File: config.mk
export PLATFORM = sky130hd
export DESIGN_NAME = cvd_ctrl
export DESIGN_NICKNAME = d
export VERILOG_FILES = /design/src/rtl/cvd_pkg.sv /design/src/rtl/cvd_ctrl.sv
export SDC_FILE = /design/constraint.sdc
export NUM_CORES = 1
export LEC_CHECK = 0
export BUFFER_PORTS_ARGS = -buffer_cell sky130_fd_sc_hd__buf_2
export CORE_MARGIN = 2
export CORE_UTILIZATION = 49
export CTS_CLUSTER_SIZE = 20
export DETAILED_ROUTE_END_ITERATION = 7
export GPL_TIMING_DRIVEN = 1
export HOLD_SLACK_MARGIN = 0.15
export PLACE_DENSITY = 0.77
export SLEW_MARGIN = 20
export SYNTH_ARGS = -nofsm -noshare
export SYNTH_HDL_FRONTEND = slang
export SYNTH_SLANG_ARGS = --single-unit
export TNS_END_PERCENT = 30
File: constraint.sdc
create_clock -name clk -period 2.9 [get_ports clk]
set_input_delay 0.87 -clock clk [delete_from_list [all_inputs] [get_ports clk]]
set_output_delay 0.87 -clock clk [all_outputs]
set_load 0.005 [all_outputs]
File: src/rtl/cvd_pkg.sv
// Package for the cascaded vector damper: request and result payload types,
// action and register codes, controller states and the controller command bundle.
// No dependencies; every other file of the block imports it.
package cvd_pkg;

	// Action codes of an input request.
	localparam logic [1:0] ACT_TICK = 2'd0;
	localparam logic [1:0] ACT_FILL = 2'd1;
	localparam logic [1:0] ACT_DEST = 2'd2;

	// Configuration register indexes.
	localparam logic CFG_FILTER_ORDER = 1'b0;
	localparam logic CFG_POINT_COUNT  = 1'b1;

	localparam logic [2:0] FILTER_ORDER_RST = 3'd3;
	localparam logic [4:0] POINT_COUNT_RST  = 5'd1;

	localparam logic [16:0] ALPHA_ONE = 17'd65536;

	// Three Q16.16 components; index 0 is x, 1 is y, 2 is z.
	typedef logic [2:0][31:0] vec_t;

	typedef struct packed {
		logic [1:0]         action;
		logic [3:0]         point_index;
		logic signed [31:0] coord_x;
		logic signed [31:0] coord_y;
		logic signed [31:0] coord_z;
		logic [16:0]        alpha;
	} in_item_t;

	typedef struct packed {
		logic [3:0]         out_index;
		logic signed [31:0] out_x;
		logic signed [31:0] out_y;
		logic signed [31:0] out_z;
		logic               last_point;
	} out_item_t;

	typedef enum logic [3:0] {
		ST_IDLE,
		ST_FILL,
		ST_LD_RD,
		ST_LD_WR,
		ST_T_DRD,
		ST_T_DLAT,
		ST_T_MUL,
		ST_T_ADD,
		ST_T_SRD,
		ST_T_S0,
		ST_T_EMIT
	} state_t;

	// Source of the data written to the stage memory.
	typedef enum logic [1:0] {
		WS_INPUT,
		WS_DEST,
		WS_NEW
	} wsrc_t;

	// Source loaded into the running previous-stage register.
	typedef enum logic [1:0] {
		PV_HOLD,
		PV_DEST,
		PV_STAGE,
		PV_NEW
	} prv_t;

	typedef struct packed {
		logic       cap_in;
		logic       dest_we;
		logic       dest_rd;
		logic       stg_we;
		logic       stg_rd;
		wsrc_t      wsrc;
		prv_t       prev_src;
		logic       mul_en;
		logic       out_ld;
		logic [3:0] out_index;
		logic       out_last;
	} cmd_t;

endpackage

File: src/rtl/cvd_ctrl.sv
// Controller of the cascaded vector damper: state machine, point and stage
// counters, configuration registers and the started flag. Uses cvd_pkg.
module cvd_ctrl import cvd_pkg::*; #(
	parameter int MAX_POINTS  = 16,
	parameter int STAGE_COUNT = 5,
	parameter int PW          = 4,
	parameter int SAW         = 7
) (
	input  logic           clk,
	input  logic           arst_n,
	input  logic           in_valid,
	output logic           in_stall,
	input  logic [1:0]     action,
	input  logic [3:0]     point_index,
	input  logic           cfg_we,
	input  logic           cfg_index,
	input  logic [4:0]     cfg_wdata,
	input  logic           out_room,
	output cmd_t           cmd,
	output logic [PW-1:0]  pt_addr,
	output logic [SAW-1:0] stg_addr
);

	localparam int CW = (PW + 1 > 5) ? PW + 1 : 5;

	state_t        state_q, state_d;
	logic [PW-1:0] p_q;
	logic [2:0]    s_q;
	logic          started_q;
	logic [2:0]    filter_order_q;
	logic [4:0]    point_count_q;

	logic          accept;
	logic          in_range;
	logic [2:0]    used;
	logic [CW-1:0] count_eff;
	logic [CW-1:0] pc_ext;
	logic          p_last_tick;
	logic          p_last_all;
	logic          s_last_sc;
	logic          s_more;

	assign accept   = in_valid && (state_q == ST_IDLE);
	assign in_stall = (state_q != ST_IDLE);
	assign in_range = int'(point_index) < MAX_POINTS;

	assign used = (filter_order_q > 3'(STAGE_COUNT)) ? 3'(STAGE_COUNT) : filter_order_q;

	assign pc_ext = CW'(point_count_q);
	always_comb begin
		if (pc_ext == '0) begin
			count_eff = CW'(1);
		end else if (pc_ext > CW'(MAX_POINTS)) begin
			count_eff = CW'(MAX_POINTS);
		end else begin
			count_eff = pc_ext;
		end
	end

	assign p_last_tick = (CW'(p_q) + CW'(1)) == count_eff;
	assign p_last_all  = p_q == PW'(MAX_POINTS - 1);
	assign s_last_sc   = s_q == 3'(STAGE_COUNT - 1);
	assign s_more      = (s_q + 3'd1) < used;

	assign pt_addr  = (state_q == ST_IDLE) ? PW'(point_index) : p_q;
	assign stg_addr = SAW'(SAW'(p_q) * SAW'(STAGE_COUNT)) + SAW'(s_q);

	always_ff @(posedge clk or negedge arst_n) begin
		if (!arst_n) begin
			filter_order_q <= FILTER_ORDER_RST;
			point_count_q  <= POINT_COUNT_RST;
		end else if (cfg_we) begin
			case (cfg_index)
				CFG_FILTER_ORDER: filter_order_q <= cfg_wdata[2:0];
				CFG_POINT_COUNT:  point_count_q  <= cfg_wdata;
				default:          ;
			endcase
		end
	end

	always_comb begin
		state_d = state_q;
		case (state_q)
			ST_IDLE: begin
				if (accept) begin
					if (action == ACT_TICK) begin
						state_d = started_q ? ST_T_DRD : ST_LD_RD;
					end else if (action == ACT_FILL && in_range) begin
						state_d = ST_FILL;
					end
				end
			end
			ST_FILL:   state_d = s_last_sc ? ST_IDLE : ST_FILL;
			ST_LD_RD:  state_d = ST_LD_WR;
			ST_LD_WR: begin
				if (s_last_sc) begin
					state_d = p_last_all ? ST_IDLE : ST_LD_RD;
				end
			end
			ST_T_DRD:  state_d = ST_T_DLAT;
			ST_T_DLAT: state_d = (used == 3'd0) ? ST_T_S0 : ST_T_MUL;
			ST_T_MUL:  state_d = ST_T_ADD;
			ST_T_ADD:  state_d = s_more ? ST_T_SRD : ST_T_EMIT;
			ST_T_SRD:  state_d = ST_T_MUL;
			ST_T_S0:   state_d = ST_T_EMIT;
			ST_T_EMIT: begin
				if (out_room) begin
					state_d = p_last_tick ? ST_IDLE : ST_T_DRD;
				end
			end
			default:   state_d = ST_IDLE;
		endcase
	end

	always_comb begin
		cmd           = '0;
		cmd.wsrc      = WS_INPUT;
		cmd.prev_src  = PV_HOLD;
		cmd.out_index = 4'(p_q);
		cmd.out_last  = p_last_tick;
		case (state_q)
			ST_IDLE: begin
				cmd.cap_in  = accept;
				cmd.dest_we = accept && (action == ACT_DEST) && in_range;
			end
			ST_FILL: begin
				cmd.stg_we = 1'b1;
				cmd.wsrc   = WS_INPUT;
			end
			ST_LD_RD:  cmd.dest_rd = 1'b1;
			ST_LD_WR: begin
				cmd.stg_we = 1'b1;
				cmd.wsrc   = WS_DEST;
			end
			ST_T_DRD:  cmd.dest_rd = 1'b1;
			ST_T_DLAT: begin
				cmd.prev_src = PV_DEST;
				cmd.stg_rd   = 1'b1;
			end
			ST_T_MUL:  cmd.mul_en = 1'b1;
			ST_T_ADD: begin
				cmd.stg_we   = 1'b1;
				cmd.wsrc     = WS_NEW;
				cmd.prev_src = PV_NEW;
			end
			ST_T_SRD:  cmd.stg_rd = 1'b1;
			ST_T_S0:   cmd.prev_src = PV_STAGE;
			ST_T_EMIT: cmd.out_ld = out_room;
			default:   ;
		endcase
	end

	always_ff @(posedge clk or negedge arst_n) begin
		if (!arst_n) begin
			state_q   <= ST_IDLE;
			p_q       <= '0;
			s_q       <= '0;
			started_q <= 1'b0;
		end else begin
			state_q <= state_d;
			case (state_q)
				ST_IDLE: begin
					if (accept) begin
						s_q <= '0;
						if (action == ACT_TICK) begin
							p_q       <= '0;
							started_q <= 1'b1;
						end else begin
							p_q <= PW'(point_index);
						end
					end
				end
				ST_FILL:   s_q <= s_q + 3'd1;
				ST_LD_WR: begin
					if (s_last_sc) begin
						s_q <= '0;
						p_q <= p_q + PW'(1);
					end else begin
						s_q <= s_q + 3'd1;
					end
				end
				ST_T_DRD:  s_q <= '0;
				ST_T_ADD: begin
					if (s_more) begin
						s_q <= s_q + 3'd1;
					end
				end
				ST_T_EMIT: begin
					if (out_room && !p_last_tick) begin
						p_q <= p_q + PW'(1);
					end
				end
				default:   ;
			endcase
		end
	end

endmodule

Yosys cells after proc, flatten, opt, wreduce, memory -nomap -nowiden --
Index checks and enable logic that the tools add are counted.
Operators by class: $add $sub $neg 4, $mul 1, magnitude comparators 3, equality and inequality tests 21, multiplexer cells 33, bitwise gates (word level) 1, reduce and logical (&&, ||, !) cells 20
Operators with widths (count):
- $mux W4 | 11
- $pmux W4 S11 | 1
- $mux W3 | 6
- $eq A4 B3 Y1 const B | 4
- $eq A4 B4 Y1 const B | 4
- $pmux W3 S5 | 1
- $pmux W4 S3 | 1
- $mux W5 | 2
- $ne A2 B2 Y1 const B | 5
- $eq A4 B2 Y1 const B | 2
- $reduce_and A4 Y1 | 2
- $add A7 B3 Y7 | 1
- $mul A4 B3 Y7 const B | 1
- $mux W1 | 6
- $mux W2 | 3
- $pmux W2 S3 | 1
- $reduce_and A3 Y1 | 2
- $add A4 B1 Y5 const B | 1
- $eq A5 B5 Y1 | 1
- $gt A5 B5 Y1 const B | 1
- $logic_not A5 Y1 | 1
- $reduce_bool A5 Y1 | 1
- $add A4 B1 Y4 const B | 1
- $eq A4 B1 Y1 const B | 1
- other kinds (19) | 23
Word-level totals: register bits after elaboration 20, bits of input ports 17, logic and storage cells 89

Logic depth before layout (Yosys ltp) --
Gate-level depths: netlist (run 1).
word-level depth 8, depth in mapped cells 8

Least setup slack after synthesis (run 1) --
No wires, ideal clock.
path type register to output, from register p_q[0], to output stg_addr[5], data arrival time 2017 ps, required time 2030 ps, path slack 13 ps, cell stages (with the launch flop) 7, buffers on the path 0, cell sequence dfrtp_1 -> ha_1 -> ha_1 -> fa_1 -> a21o_1 -> a21oi_1 -> xnor2_1
On the way: word-level cells in the longest chain between the ends 2
RTL lines:
- start, declared | RTL line cvd_ctrl.sv:27 | logic [PW-1:0] p_q;
- start signal, assigned | RTL line cvd_ctrl.sv:169 | p_q <= PW'(point_index);
- start signal, assigned | RTL line cvd_ctrl.sv:177 | p_q <= p_q + PW'(1);
- start signal, assigned | RTL line cvd_ctrl.sv:190 | p_q <= p_q + PW'(1);
- $mul A4 B3 Y7 | RTL line cvd_ctrl.sv:66 | assign stg_addr = SAW'(SAW'(p_q) * SAW'(STAGE_COUNT)) + SAW'(s_q);
- $add A7 B3 Y7 | RTL line cvd_ctrl.sv:66
- end, declared | RTL line cvd_ctrl.sv:21 | output logic [SAW-1:0] stg_addr
Every way passes these cells.

==> results of run 1 <==
cell families (layout without fill, tap and decap cells):
kind of cell / Yosys count / count (layout) / share of synthesized area, %
and+or+nand+nor: 84 / 84 / 26.4
AOI/OAI and AO/OA: 42 / 42 / 15.8
DFF: 20 / 20 / 27.4
adders and majority gates: 18 / 18 / 12.7
buffers and inverters: 16 / 70 / 5.10
xor gates and xnor gates: 11 / 11 / 5.99
muxes: 11 / 11 / 6.67
power groups by stage:
stage	Sequential (W)	Combinational, W	Clock, W
final	0.000498	0.00190	0.000221
after detailed placement	0.000481	0.00160	0
after CTS	0.000496	0.00183	0.000223
after floorplan	0.000472	0.00113	0
after global placement	0.000478	0.00157	0
after global routing	0.000512	0.00211	0.000233
state kept, by name, indices dropped and copies added (netlist names):
register        flops
pc_ext              5
state_q             4
started_q           1
s_q                 3
filter_order_q      3
p_q                 4
what timing repair did:
item | 4_1_cts | 5_1_grt
resized for setup | 19 | 2
setup endpoints to repair | 5 | 4
setup buffers | 5 | 0
pin swaps | 10 | 3
gates cloned | 0 | 0
worst max-delay path: stages, from the launching register on:
cell and delay, ps:
dfrtp_2 460, buf_4 160, ha_1 260, xnor2_1 180
o21ai_0 300, a21oi_2 130, nor3_4 240, buf_2 150
layer usage:
metal / part of all wire, % / GRT usage (%) / vias to the layer above
li1: - / - / 830
met1: 42 / 28.3 / 794
met2: 49 / 39.0 / 62
met3: 6.4 / 5.82 / 11
met4: 1.4 / 8.07 / 2
met5: 0.27 / 0 / -
metrics by stage:
stage                     setup TNS [ps]  util [%]  instances  setup slack [ps]  hold WS, ps
after detailed placement           -23.7      58.5        295             -23.7          484
after floorplan                        0         -        202              13.0          449
final                               -258      65.0        304              -111          507
after global routing                -638      65.0        304              -186          512
after CTS                           -148      64.7        304             -60.2          501
after global placement                 0      58.5        295              17.2          468
worst max-delay path by stage:
| stage | from | end | cells past startpoint |
|---|---|---|---|
| 5_1_grt | p_q[1] | cmd[0] | 7 |
| 3_3_place_gp | p_q[0] | stg_addr[5] | 7 |
| 4_1_cts | p_q[0] | stg_addr[5] | 8 |
| 2_1_floorplan | p_q[0] | stg_addr[5] | 6 |
| 6_report | p_q[1] | cmd[0] | 7 |
| 3_5_place_dp | p_q[0] | stg_addr[5] | 7 |
Yosys cell counts (2+ instances only):
master    instances
o21a_1            2
and2_1            3
o21ai_0          12
nor4_4            2
ha_1             17
mux2_1            3
mux2_2            7
nor2_1           10
dfrtp_1          17
clkbuf_1          2
nor3_1            6
nand3b_1          2
dfstp_2           3
or2_2             3
nor2b_1           4
nand2_2           2
xnor2_1           4
a31oi_1           2
a21oi_1           7
xor2_1            6
a21o_1            6
nand2_1          27
nand3_1           8
buf_4             3
buf_6             3
nand2b_1          8
inv_1             6
area by class of cell:
type	count	area [sq um]	share of cell area (%)
Inverter	7	26.3	1.11
Clock buffer	4	55.1	2.33
Sequential cell	20	505	21.4
Multi-Input combinational cell	166	1380	58.4
Tap cell	48	60.1	2.54
Timing Repair Buffer	59	337	14.2
==> out/results.tsv, run 1 <==
stage	metric	value	unit
sta	post-route-min-period	3010	ps
yosys	synth_seq_cells	20	
run_status	outcome	finished, violations left	
routing	first_pass_iters	4	
worst_setup_path	reg2reg_depth	8	
clocking	root_buffer	clkbuf_8	
run	drv_cap	0	
power	p_per_area	1110	nW/um^2
sta	tightest_slew	542	ps
sta	fin_ws	-111	ps
routing	drt_iter0_drc	120	
cells_and_area	antenna_cells	0	
power	power_frac_comb	72.6	%
yosys	yosysSeqAreaShare	27.4	%
worst_setup_path	crit_path_end_kind	output pin	
routing	route.antenna.remaining_nets	0	
die	placementRows	22	
place	dp_hpwl	3.12	mm
die	core-area	3630	sq um
hold_path	worst_hold_path.num_cells	1	
hold_path	hold_end	started_q	
sta	relSlewSlack	63.8	%
yosys	syn_area_per_cell	9.11	sq um
cells_and_area	fin_area	2360	sq um
global_routing	grt-ovfl-total	0	
run_status	violations	negative setup slack	
clocking	numCtsBuffers	3	
sta	fin_crit_sh	104	%
routing	avgViaCountPerCell	5.59	
place	dpl-instance-area	2130	sq um
yosys	synthCells	202	
yosys	synth.distinct_cells	54	
die	initial_core_util	50.6	%
cells_and_area	final_cell_mix	44 x buf_2, 27 x nand2_1, 16 x dfrtp_1	
power	p_seq_share	19.0	%
global_routing	antenna_found_initial	1	
worst_setup_path	cp.required	2030	ps
sta	setup_violations	4	
power	p_total	0.00262	W
cells_and_area	drive_gt1_share	40.2	%
die	die_h	65.3	um
clocking	clkTransAtPathRegs	80	ps
cells_and_area	final_common_cell	buf_2	
worst_setup_path	r2r-start	p_q[1]	
yosys	yosys.area.top_type_share	23.1	%
sta	rsz0062_at_grt	yes	
yosys	synth_nets	237	
global_routing	first_global_vias	1644	
place	port_buffers	44	
clocking	cts_max_level	1	
clocking	max-clock-path-buffers	2	
sta	fmax	332	MHz
cells_and_area	fillers	307	
worst_setup_path	criticalPathCategory	reg -> out	
clocking	cts_tree	built	
yosys	synth_area_leader_cell	dfrtp_1	
die	die_area	4260	sq um
die	ioPinCount	45	
place	gp_congestion	0.822	
power	power_switching	0.00118	W
power	power_switching_share	45.2	%
yosys	synth-async-reset-ratio	100	%
worst_setup_path	arrival	2140	ps
global_routing	grt_pass1_wl	7.56	mm
yosys	syn-cell-area	1840	sq um
clocking	clock_latency	270	ps
power	peakVddDrop	0.000432	V
hold_path	hp-start	started_q	
yosys	ys.flop_type	dfrtp_1	
worst_setup_path	crit_fanout	5	
cells_and_area	fin_nets	292	
power	p_clk_share	8.4	%
sta	skew	10.5	ps
clocking	postCtsHoldBufs	0	
power	leakagePower	1.15	nW
routing	drc	0	
yosys	synth_edf_count	0	
die	die_w	65.3	um
clocking	cts_sinks	20	
worst_setup_path	r2r-end	p_q[1]	
power	intPower	0.00144	W
yosys	synth.area.top_cells	dfrtp_1 23%, ha_1 12%, nand2_1 5.5%	
routing	via_count	1699	
routing	detail_route.wl_per_cell	14.8	um
yosys	synth_warnings	0	
cells_and_area	syn_to_final_growth	28.4	%
hold_path	min_path_type	reg -> reg	
sta	hold_viol	0	
worst_setup_path	r2r_slack	410	ps
global_routing	grt_max_degree	21	
routing	routed_wl	4.51	mm
sta	finalMaxSlewViolations	0	
global_routing	globalRouteTotalUtil	23.0	%
worst_setup_path	critPathLaunchType	flip-flop	
(Power assumes the default switching activity.)
==> inputs of run 2 (changes only) <==
- ABC_AREA: not set -> 1
- CORE_UTILIZATION: 49 -> 48
- PLACE_DENSITY: 0.77 -> 0.76
==> run 2 against run 1 <==
Effect of this change: core utilization shrank 2.7 points; the flow still finishes with violations (negative setup slack); die area down 1.9%; first-iteration DRC count decreased by 5.8%; combinational power shrank 26%; largest cell class unchanged; register-to-register slack improved by 630 ps; hold slack lost 5.8 ps.
==> out/results.tsv, run 2 <==
stage	metric	value	unit	change
run_status	outcome	finished, violations left		
run_status	violations	negative setup slack		
sta	fin_crit_sh	109	%	+5.0 points
sta	rsz0062_at_grt	yes		
worst_setup_path	path_depth	9		+2
yosys	synth_nets	285		+20%
yosys	synth_seq_cells	20		unchanged
power	peakVddDrop	0.000434	V	+0.42%
cells_and_area	drive_gt1_share	30.1	%	-10 points
sta	tightest_slew	454	ps	-88.2 ps
power	power_switching_share	47.3	%	+2.1 points
die	initial_core_util	49.0	%	-1.7 points
routing	route.antenna.remaining_nets	0		unchanged
hold_path	min_path_type	reg -> reg		
power	p_seq_share	20.7	%	+1.7 points
place	gp_congestion	0.951		+16%
worst_setup_path	cp.required	2030	ps	about the same
yosys	syn-cell-area	1770	sq um	-4.0%
yosys	synth.distinct_cells	32		-41%
yosys	synth_warnings	0		unchanged
power	leakagePower	1.24	nW	+8.1%
sta	fin_ws	-256	ps	-145 ps
clocking	clock_latency	260	ps	about the same
worst_setup_path	r2r_slack	1040	ps	+630 ps
worst_setup_path	crit_fanout	7		+2
sta	setup_violations	3		-1
cells_and_area	final_cell_mix	72 x nand2_1, 44 x buf_2, 36 x inv_1		
die	die_h	64.6	um	-0.95%
yosys	synth_edf_count	0		unchanged
clocking	numCtsBuffers	3		unchanged
routing	first_pass_iters	4		unchanged
power	intPower	0.00108	W	-25%
yosys	synth-async-reset-ratio	100	%	unchanged
sta	finalMaxSlewViolations	0		unchanged
hold_path	worst_hold_path.num_cells	2		+1
cells_and_area	final_common_cell	nand2_1		
yosys	yosys.area.top_type_share	24.1	%	+0.97 points
worst_setup_path	critPathLaunchType	flip-flop		
worst_setup_path	criticalPathCategory	reg -> out		
worst_setup_path	critical_path.top_delay_family	adder cells		
routing	avgViaCountPerCell	4.99		-11%
worst_setup_path	max_stage_delay	420	ps	-40 ps
routing	detail_route.wl_per_cell	11.9	um	-20%
sta	relSlewSlack	69.8	%	+6.0 points
die	core-area	3610	sq um	-0.76%
yosys	ys.flop_type	dfrtp_1		
cells_and_area	syn_to_final_growth	27.4	%	
place	port_buffers	44		unchanged
die	die_area	4180	sq um	-1.9%
sta	skew	3.23	ps	-7.26 ps
yosys	yosysSeqAreaShare	28.6	%	+1.1 points
die	die_w	64.6	um	-0.95%
yosys	yosysMostFrequentCell	nand2_1		
power	power_frac_comb	68.6	%	-4.0 points
sta	hold_viol	0		unchanged
die	placementRows	22		unchanged
power	power_switching	0.000971	W	-18%
worst_setup_path	crit_path_end_kind	output pin		
worst_setup_path	cp_num_buf_inv	2		unchanged
worst_setup_path	cp_cell_sequence	buf_6, ha_4, ha_4, fa_2, a21oi_2, nor2_1, nor2_1, xnor2_1, buf_2		
routing	routed_wl	4.15	mm	-8.1%
clocking	root_buffer	clkbuf_8		
yosys	synth_area_leader_cell	dfrtp_1		
power	p_clk_share	10.7	%	+2.3 points
yosys	synthCells	250		+24%
cells_and_area	fin_nets	338		+16%
yosys	syn_area_per_cell	7.06	sq um	-22%
global_routing	grt-ovfl-total	0		unchanged
die	ioPinCount	45		unchanged
clocking	max-clock-path-buffers	2		unchanged
power	p_total	0.00205	W	-22%
power	p_per_area	913	nW/um^2	-18%
place	dp_hpwl	3.25	mm	+3.9%
worst_setup_path	reg2reg_depth	9		+1
routing	drt_iter0_drc	113		-5.8%
cells_and_area	antenna_cells	0		unchanged
global_routing	first_global_vias	1675		+1.9%
routing	via_count	1746		+2.8%
clocking	clkTransAtPathRegs	80	ps	about the same
sta	fmax	317	MHz	-4.6%
worst_setup_path	arrival	2290	ps	+150 ps
clocking	postCtsHoldBufs	0		unchanged
sta	post-route-min-period	3160	ps	+145 ps
clocking	cts_setup_buffers	0		-5
clocking	cts_tree	built		
place	preCtsSetupSlack	-15.9	ps	+7.80 ps
global_routing	grt_pass1_wl	7.01	mm	-7.2%
worst_setup_path	cp_slowest_cell	dfrtp_1		
run	drv_cap	0		unchanged
routing	drc	0		unchanged
yosys	synth_common_cells	72 x nand2_1, 36 x inv_1, 20 x o21ai_0		
global_routing	antenna_found_initial	0		-1
clocking	cts_max_level	1		unchanged
cells_and_area	largest_reg_flops	5		unchanged
global_routing	globalRouteTotalUtil	20.9	%	-2.1 points
yosys	synth.area.top_cells	dfrtp_1 24%, nand2_1 15%, ha_1 12%		
global_routing	grt_max_degree	21		unchanged
clocking	cts_sinks	20		unchanged
-- run 2: worst paths after layout --
| kind | from | endpoint |
|---|---|---|
| min in group asynchronous | arst_n | started_q |
| min reg2reg | started_q | started_q |
| max | p_q[1] | stg_addr[5] |
| min | started_q | started_q |
| max in group asynchronous | arst_n | filter_order_q[1] |
| max reg2reg | s_q[1] | s_q[1] |
-- run 2: per-layer routing --
| layer | global-route usage (%) | vias to the layer above | part of all wire, % |
|---|---|---|---|
| li1 | - | 910 | - |
| met1 | 26.9 | 777 | 44 |
| met2 | 36.6 | 53 | 49 |
| met3 | 3.13 | 6 | 5.6 |
| met4 | 5.59 | 0 | 0.92 |
| met5 | 0 | - | 0 |
-- run 2: stage by stage --
| step | hold slack [ps] | util, % | cells | cell area (sq um) | setup TNS [ps] |
|---|---|---|---|---|---|
| after floorplan | 451 | - | 250 | 1770 | 0 |
| after global placement | 465 | 57.7 | 346 | 2080 | 0 |
| after detailed placement | 479 | 57.7 | 346 | 2080 | -15.9 |
| after CTS | 497 | 59.6 | 350 | 2150 | -588 |
| after global routing | 538 | 62.4 | 350 | 2250 | -749 |
| final | 501 | 62.4 | 350 | 2250 | -418 |
-- run 2: final cells by class --
| class | count | area [sq um] |
|---|---|---|
| flip-flops and latches | 20 | 504 |
| inverters | 39 | 146 |
| fillers | 333 | 1360 |
| multi-input cells | 188 | 1200 |
| well taps | 48 | 60.1 |
| repair buffers | 51 | 280 |
| clock buffers | 4 | 55.1 |
-- run 2: timing repair --
action / 4_1_cts / 5_1_grt
pin swaps: 6 / 9
resized for setup: 5 / 11
setup endpoints to repair: 3 / 3
-- run 2: worst register-to-register path: cells and delay by family (launching register included) --
kind | cells | cell delay (ps)
XOR/XNOR | 1 | 160
AND/OR/NAND/NOR | 3 | 300
AO/OA/AOI/OAI | 3 | 290
flip-flops | 1 | 450
adder cells (fa/ha/maj) | 2 | 550
-- run 2: cell families after synthesis --
group,share of synthesized area [%]
xor+xnor,1.98
buf+inv,9.35
simple gates,34.7
fa+ha+maj,13.2
compound gates,12.2
flops,28.6
-- run 2: power by group through the flow --
| stage | sequential, W | combinational [W] | clock [W] |
|---|---|---|---|
| 2_1_floorplan | 0.000434 | 0.000815 | 0 |
| 3_3_place_gp | 0.000409 | 0.00125 | 0 |
| 3_5_place_dp | 0.000414 | 0.00126 | 0 |
| 4_1_cts | 0.000409 | 0.00129 | 0.000221 |
| 5_1_grt | 0.000438 | 0.00161 | 0.000236 |
| 6_report | 0.000426 | 0.00141 | 0.000219 |
==> inputs of run 3 (changes only) <==
- CORE_UTILIZATION: 48 -> 50
- CTS_BUF_LIST: not set -> sky130_fd_sc_hd__clkbuf_8
- HOLD_SLACK_MARGIN: 0.15 -> 0.06
- PLACE_DENSITY: 0.76 -> 0.79
==> run 3 against run 2 <==
Effect of this change: the run still ends with negative setup slack left; hold slack lost 7.1 ps; flip-flop and latch count unchanged; global-route usage grew 1.7 points; cell count grew 0.86%; clock skew increased by 4.0 ps; critical path depth grew 1; critical path type unchanged; die area fell by 3.8%; worst setup slack gained 28 ps; highest routed layer unchanged; largest power group unchanged; non-clock buffer count up 5; core utilization grew 5.7 points; clock-buffer cell count fell by 1.
==> out/results.tsv, run 3 (same netlist as run 2, synthesis figures left out) <==
stage	metric	value	unit	change
run_status	outcome	finished, violations left		
run_status	violations	negative setup slack		
clocking	cts_sinks	20		unchanged
global_routing	globalRouteTotalUtil	22.6	%	+1.7 points
routing	detail_route.wl_per_cell	13.3	um	+12%
cells_and_area	fin_area	2290	sq um	+1.7%
clocking	cts_max_level	1		unchanged
die	initial_core_util	52.5	%	+3.5 points
place	port_buffers	44		unchanged
clocking	numCtsBuffers	3		unchanged
global_routing	antenna_found_initial	0		unchanged
cells_and_area	largest_reg_flops	5		unchanged
worst_setup_path	crit_fanout	2		-5
sta	skew	7.23	ps	+4.00 ps
die	die_area	4020	sq um	-3.8%
die	die_w	63.4	um	-1.9%
place	dp_hpwl	3.29	mm	+1.2%
worst_setup_path	cp.required	2030	ps	about the same
run	drv_cap	0		unchanged
sta	hold_viol	0		unchanged
hold_path	min_path_type	reg -> reg		
sta	fmax	320	MHz	+0.88%
global_routing	grt_pass1_wl	7.25	mm	+3.4%
sta	tightest_slew	464	ps	+10.6 ps
sta	relSlewSlack	69.1	%	-0.71 points
sta	post-route-min-period	3130	ps	-27.7 ps
clocking	root_buffer	clkbuf_8		
die	ioPinCount	45		unchanged
sta	fin_crit_sh	108	%	-0.95 points
clocking	max-clock-path-buffers	2		unchanged
routing	via_count	1887		+8.1%
die	core-area	3360	sq um	-6.7%
routing	first_pass_iters	4		unchanged
cells_and_area	antenna_cells	0		unchanged
die	die_h	63.4	um	-1.9%
place	preCtsSetupSlack	-31.4	ps	-15.5 ps
cells_and_area	final_cell_mix	72 x nand2_1, 44 x buf_2, 35 x inv_1		
worst_setup_path	criticalPathCategory	reg -> out		
clocking	cts_tree	built		
global_routing	grt-ovfl-total	0		unchanged
place	gp_congestion	0.850		-11%
routing	drc	0		unchanged
global_routing	grt_max_degree	21		unchanged
worst_setup_path	arrival	2260	ps	-30 ps
die	placementRows	21		-4.5%
cells_and_area	fin_nets	343		+1.5%
routing	route.antenna.remaining_nets	0		unchanged
sta	finalMaxSlewViolations	0		unchanged
power	peakVddDrop	0.000459	V	+5.7%
worst_setup_path	critPathLaunchType	flip-flop		
sta	setup_violations	4		+1
sta	fin_ws	-228	ps	+27.7 ps
power	leakagePower	1.28	nW	+2.7%
cells_and_area	drive_gt1_share	31.3	%	+1.1 points
cells_and_area	final_common_cell	nand2_1		
sta	rsz0062_at_grt	yes		
routing	drt_iter0_drc	131		+16%
power	p_per_area	964	nW/um^2	+5.6%
cells_and_area	syn_to_final_growth	29.6	%	
place	dpl-instance-area	2080	sq um	+0.24%
clocking	clkTransAtPathRegs	90	ps	about the same
routing	avgViaCountPerCell	5.35		+7.2%
worst_setup_path	crit_path_end_kind	output pin		
global_routing	first_global_vias	1693		+1.1%
clocking	clock_latency	270	ps	about the same
routing	routed_wl	4.70	mm	+13%
sta	tns	-726	ps	-308 ps
run 3: critical path, cell delays in order, from the launching register on:
cell and delay, ps:
dfrtp_1 400, ha_1 350, ha_4 290, ha_4 190, a21oi_2 110, inv_1 60, a31oi_2 180, nor2_1 90
o21ai_1 150, nand2_1 60, buf_2 120
run 3: area by class of cell:
| type | instances | area [sq um] |
|---|---|---|
| repair buffers | 56 | 318 |
| multi-input cells | 188 | 1190 |
| clock inverters | 1 | 30.0 |
| fillers | 295 | 1080 |
| clock buffers | 3 | 41.3 |
| flip-flops and latches | 20 | 504 |
| inverters | 39 | 146 |
| well taps | 46 | 57.6 |
run 3: power by group:
group	switching [W]	leakage, nW	internal, W	total [W]
clock	0.000104	0.0357	0.000184	0.000288
combinational	0.000858	0.998	0.000637	0.00149
sequential	0.0000701	0.243	0.000353	0.000423
run 3: what timing repair did:
item	4_1_cts	5_1_grt
pin swaps	7	5
hold buffers	0	0
endpoints found under the setup margin	4	5
resized for setup	5	11
setup buffers	1	3
run 3: path summary, 6_finish.rpt:
kind | from | end | slack (ps) | cells after the start
max | p_q[3] | stg_addr[6] | -230 | 10
min | pc_ext[0] | pc_ext[0] | 490 | 2
max reg2reg | s_q[1] | s_q[2] | 960 | 9
min reg2reg | pc_ext[0] | pc_ext[0] | 490 | 2
max in group asynchronous | arst_n | filter_order_q[0] | 2010 | 1
min in group asynchronous | arst_n | started_q | 550 | 1
run 3: routing by layer:
layer | share of wire [%] | global-route usage (%) | routed length, um
met1 | 41 | 29.7 | 1920
met4 | 2.7 | 6.25 | 129
met2 | 47 | 38.6 | 2230
met3 | 8.8 | 3.39 | 415
met5 | 0 | 0 | 0
run 3: through the flow:
step	hold slack (ps)	power (W)	instances	util, %
floorplan	451	0.00125	250	-
global placement	469	0.00166	345	62.0
CTS	497	0.00201	350	65.0
detailed placement	484	0.00169	345	62.0
finish	494	0.00221	353	68.0
global route	519	0.00241	353	68.0
